File: config.mk
export PLATFORM = sky130hd
export DESIGN_NAME = rpdb_chan
export DESIGN_NICKNAME = d
export VERILOG_FILES = /design/src/rtl/core/rgba8_porter_duff_blend_assert.svh /design/src/rtl/core/rpdb_pkg.sv /design/src/rtl/core/rpdb_chan.sv
export SDC_FILE = /design/constraint.sdc
export NUM_CORES = 2
export LEC_CHECK = 0
export BUFFER_PORTS_ARGS = -buffer_cell sky130_fd_sc_hd__buf_2
export CAP_MARGIN = 0
export CELL_PAD_IN_SITES_DETAIL_PLACEMENT = 2
export CELL_PAD_IN_SITES_GLOBAL_PLACEMENT = 2
export CORE_ASPECT_RATIO = 1.2
export CORE_UTILIZATION = 35
export DETAILED_ROUTE_END_ITERATION = 7
export GPL_ROUTABILITY_DRIVEN = 0
export PLACE_DENSITY = 0.81
export SLEW_MARGIN = 20
export SYNTH_ARGS = -nofsm -noshare
export SYNTH_HDL_FRONTEND = slang
export SYNTH_SLANG_ARGS = --single-unit
export TNS_END_PERCENT = 30
File: constraint.sdc
create_clock -name vclk -period 28.7
set_input_delay 2.87 -clock vclk [all_inputs]
set_output_delay 2.87 -clock vclk [all_outputs]
set_load 0.01 [all_outputs]
File: src/rtl/core/rgba8_porter_duff_blend_assert.svh
// Assertion macros used by the blend unit rgba8_porter_duff_blend.
`ifndef RGBA8_PORTER_DUFF_BLEND_ASSERT_SVH
`define RGBA8_PORTER_DUFF_BLEND_ASSERT_SVH

// Same-cycle implication, checked outside reset.
`define RPDB_ASSERT_NOW(label, ante, cons, msg) \
    label: assert property (@(posedge i_clk) disable iff (!i_rst_n) \
        (ante) |-> (cons)) else $error(msg);

// Next-cycle implication, checked outside reset.
`define RPDB_ASSERT_NEXT(label, ante, cons, msg) \
    label: assert property (@(posedge i_clk) disable iff (!i_rst_n) \
        (ante) |=> (cons)) else $error(msg);

`endif

File: src/rtl/core/rpdb_pkg.sv
package rpdb_pkg;

    typedef enum logic [4:0] {
        MODE_SRCATOP    = 5'd0,
        MODE_DSTATOP    = 5'd1,
        MODE_SRCIN      = 5'd2,
        MODE_DSTIN      = 5'd3,
        MODE_SRCOUT     = 5'd4,
        MODE_DSTOUT     = 5'd5,
        MODE_SRCOVER    = 5'd6,
        MODE_DSTOVER    = 5'd7,
        MODE_MODULATE   = 5'd8,
        MODE_MULTIPLY   = 5'd9,
        MODE_PLUS       = 5'd10,
        MODE_SCREEN     = 5'd11,
        MODE_XOR        = 5'd12,
        MODE_DARKEN     = 5'd13,
        MODE_LIGHTEN    = 5'd14,
        MODE_DIFFERENCE = 5'd15,
        MODE_EXCLUSION  = 5'd16,
        MODE_HARDLIGHT  = 5'd17,
        MODE_OVERLAY    = 5'd18
    } t_mode;

    typedef struct packed {
        logic [7:0] src_red;
        logic [7:0] src_green;
        logic [7:0] src_blue;
        logic [7:0] src_alpha;
        logic [7:0] dst_red;
        logic [7:0] dst_green;
        logic [7:0] dst_blue;
        logic [7:0] dst_alpha;
    } t_in_pix;

    typedef struct packed {
        logic [15:0] out_red;
        logic [15:0] out_green;
        logic [15:0] out_blue;
        logic [15:0] out_alpha;
    } t_out_pix;

    // Approximate divide by 255: ((v + 255) mod 2^16) >> 8.
    function automatic logic [7:0] div255(input logic [15:0] v);
        logic [15:0] w;
        w = v + 16'd255;
        return w[15:8];
    endfunction

endpackage

File: src/rtl/core/rpdb_chan.sv
module rpdb_chan (
    input  rpdb_pkg::t_mode i_mode,
    input  logic [7:0]      i_s,
    input  logic [7:0]      i_d,
    input  logic [7:0]      i_sa,
    input  logic [7:0]      i_da,
    output logic [15:0]     o_val
);
    import rpdb_pkg::*;

    logic [15:0] s16, d16, sa16, da16, isa16, ida16;
    logic [15:0] p, q, sid, dis, sd, sum_sd;
    logic [15:0] pq_min, pq_max, prod_diff, t_hi, t_term, hard_sum;
    logic [8:0]  plus_sum;
    logic        low;

    always_comb begin
        s16   = {8'd0, i_s};
        d16   = {8'd0, i_d};
        sa16  = {8'd0, i_sa};
        da16  = {8'd0, i_da};
        isa16 = {8'd0, 8'd255 - i_sa};
        ida16 = {8'd0, 8'd255 - i_da};

        p      = s16 * da16;
        q      = d16 * sa16;
        sid    = s16 * ida16;
        dis    = d16 * isa16;
        sd     = s16 * d16;
        sum_sd = s16 + d16;
        pq_min = (p < q) ? p : q;
        pq_max = (p < q) ? q : p;

        plus_sum = {1'b0, i_s} + {1'b0, i_d};

        if (i_mode == MODE_HARDLIGHT) begin
            low = ({i_s, 1'b0} <= {1'b0, i_sa});
        end else begin
            low = ({i_d, 1'b0} <= {1'b0, i_da});
        end
        prod_diff = (sa16 - s16) * (da16 - d16);
        t_hi      = sa16 * da16 - {prod_diff[14:0], 1'b0};
        t_term    = low ? {sd[14:0], 1'b0} : t_hi;
        hard_sum  = sid + dis + t_term;

        unique case (i_mode)
            MODE_SRCATOP:    o_val = {8'd0, div255(p + dis)};
            MODE_DSTATOP:    o_val = {8'd0, div255(q + sid)};
            MODE_SRCIN:      o_val = {8'd0, div255(p)};
            MODE_DSTIN:      o_val = {8'd0, div255(q)};
            MODE_SRCOUT:     o_val = {8'd0, div255(sid)};
            MODE_DSTOUT:     o_val = {8'd0, div255(dis)};
            MODE_DSTOVER:    o_val = d16 + {8'd0, div255(sid)};
            MODE_MODULATE:   o_val = {8'd0, div255(sd)};
            MODE_MULTIPLY:   o_val = {8'd0, div255(sid + dis + sd)};
            MODE_PLUS:       o_val = plus_sum[8] ? 16'd255 : {8'd0, plus_sum[7:0]};
            MODE_SCREEN:     o_val = sum_sd - {8'd0, div255(sd)};
            MODE_XOR:        o_val = {8'd0, div255(sid + dis)};
            MODE_DARKEN:     o_val = sum_sd - {8'd0, div255(pq_max)};
            MODE_LIGHTEN:    o_val = sum_sd - {8'd0, div255(pq_min)};
            MODE_DIFFERENCE: o_val = sum_sd - {7'd0, div255(pq_min), 1'b0};
            MODE_EXCLUSION:  o_val = sum_sd - {7'd0, div255(sd), 1'b0};
            MODE_HARDLIGHT,
            MODE_OVERLAY:    o_val = {8'd0, div255(hard_sum)};
            default:         o_val = s16 + {8'd0, div255(dis)};
        endcase
    end

endmodule

==> reports/qor.yml <==
status: "completed"
path_class: "in2out"
grt_pass1_vias: 27100
end_kind: "primary output"
critPathMaxStageDelay_ps: 800
crit_path_max_fanout: 18
yosysWarnings: 0
die_w_um: 242
grt_overflow: 0
crit_top_cell: "fa_1"
cp_num_buf_inv: 10
dr_total_vias: 23100
worstSetupStartpointType: "input port"
nets: 3845
syn-cell-area_um2: 24200
worstMarginPinSlew_ps: 1230
synth_fa_ha_area_frac: 0.479
rows: 105
core_area_um2: 68300
antenna_found_initial: 5
post-place-ws_ps: 10480
maxCapViolations: 0
grt_setup_unrepaired: "no"
grt_max_degree: 31
ys_seq_area_frac: 0
synthMuxAreaShare: 0.00724
crit_arrival_ps: 15420
synth.distinct_cells: 105
fin_crit_sh: 0.637
hpwlAfterDp_mm: 89.6
slowest_stage: "clkinv_1"
dieArea_um2: 70200
port-buffer-count: 53
area_growth_pct: 5.35
finalHoldViolations: 0
io_pins: 53
synth-compound-area-share: 0.158
mostFrequentLayoutCells: "514 x inv_1, 455 x ha_1, 307 x nor2_1, 296 x nand2_1, 295 x fa_1"
synth-simple-area-share: 0.185
setup_violations: 0
wl_per_cell_um: 26.5
final_common_cell: "inv_1"
seq_cells: 0
ant_nets: 0
syn_area_per_cell_um2: 7.90
die_h_um: 290
setup_ws_ps: 10410
dr.first_iter.drc_count: 1134
groute.usage.overall: 0.298
routed_wl_mm: 105
start_util: 0.354
post_cts_buffers: 0
cts_hold_buf: 0
synth_xor_area_frac: 0.0737
dr.pass1.iters: 5
timing.fmax_mhz: 54.7
regArea_um2: 0
slew_violations: 0
grt_pass1_wl_mm: 162
slew_headroom: 0.171
via_per_inst: 5.83
drive_above_1_share: 0.0461
drc_errors: 0
cts.repair.resized: 0
synthesis.nets: 3850
synth_top_family_by_area: "adder cells"
layout_min_cycle_time_ps: 18290
cp.required_ps: 25830
clkbuf_count: 0
fin_tns_setup_ps: 0
cp_top_family: "adder cells"
hold_class: "in2out"
synth_cells: 3063
## metrics by stage
stage | util | instances | hold slack [ps] | cell area [um^2]
floorplan | - | 3063 | 6040 | 24200
global placement | 0.373 | 3965 | 6410 | 25500
detailed placement | 0.373 | 3965 | 6430 | 25500
CTS | 0.373 | 3965 | 6430 | 25500
global route | 0.373 | 3965 | 6470 | 25500
finish | 0.373 | 3967 | 6450 | 25500
## synthesized netlist by cell type, types with 24 or more instances
cell type / number / share of area
inv_1: 514 / 0.080
ha_1: 455 / 0.24
nor2_1: 307 / 0.048
nand2_1: 296 / 0.046
fa_1: 295 / 0.24
a21oi_1: 117 / 0.024
xnor2_1: 111 / 0.040
o21ai_0: 86 / 0.018
xor2_1: 77 / 0.028
clkbuf_1: 74 / 0.011
a21o_1: 55 / 0.017
nor3_1: 53 / 0.011
and2_1: 46 / 0.012
nand2b_1: 43 / 0.011
nand3_1: 41 / 0.0085
nor2b_1: 38 / 0.0098
o21a_1: 36 / 0.011
a211oi_1: 24 / 0.0074
## cell type report
class              instances  area (um^2)
well taps                909         1140
diodes                     2         5.00
fillers                 8025        42800
repair buffers            87          520
multi-input cells       2446        21900
inverters                523         1960
## cells by family after synthesis
logic type,after synthesis
AO/OA/AOI/OAI,540
XOR/XNOR,194
adder cells (fa/ha/maj),750
buffers and inverters,617
multiplexers,17
AND/OR/NAND/NOR,945
## worst paths after layout
path | from | end | slack, ps | cells past startpoint
worst max-delay path | i_s[1] | o_val[7] | 10410 | 43
worst min-delay path | i_mode[4] | o_val[7] | 6450 | 4
## metal layers
metal  vias to the layer above  GRT usage  share of wire
met5                         -          0        0.00025
met3                       378     0.0314          0.041
met2                       733      0.540           0.50
met1                     11800      0.322           0.37
met4                         4      0.216          0.088
li1                      10200          -              -
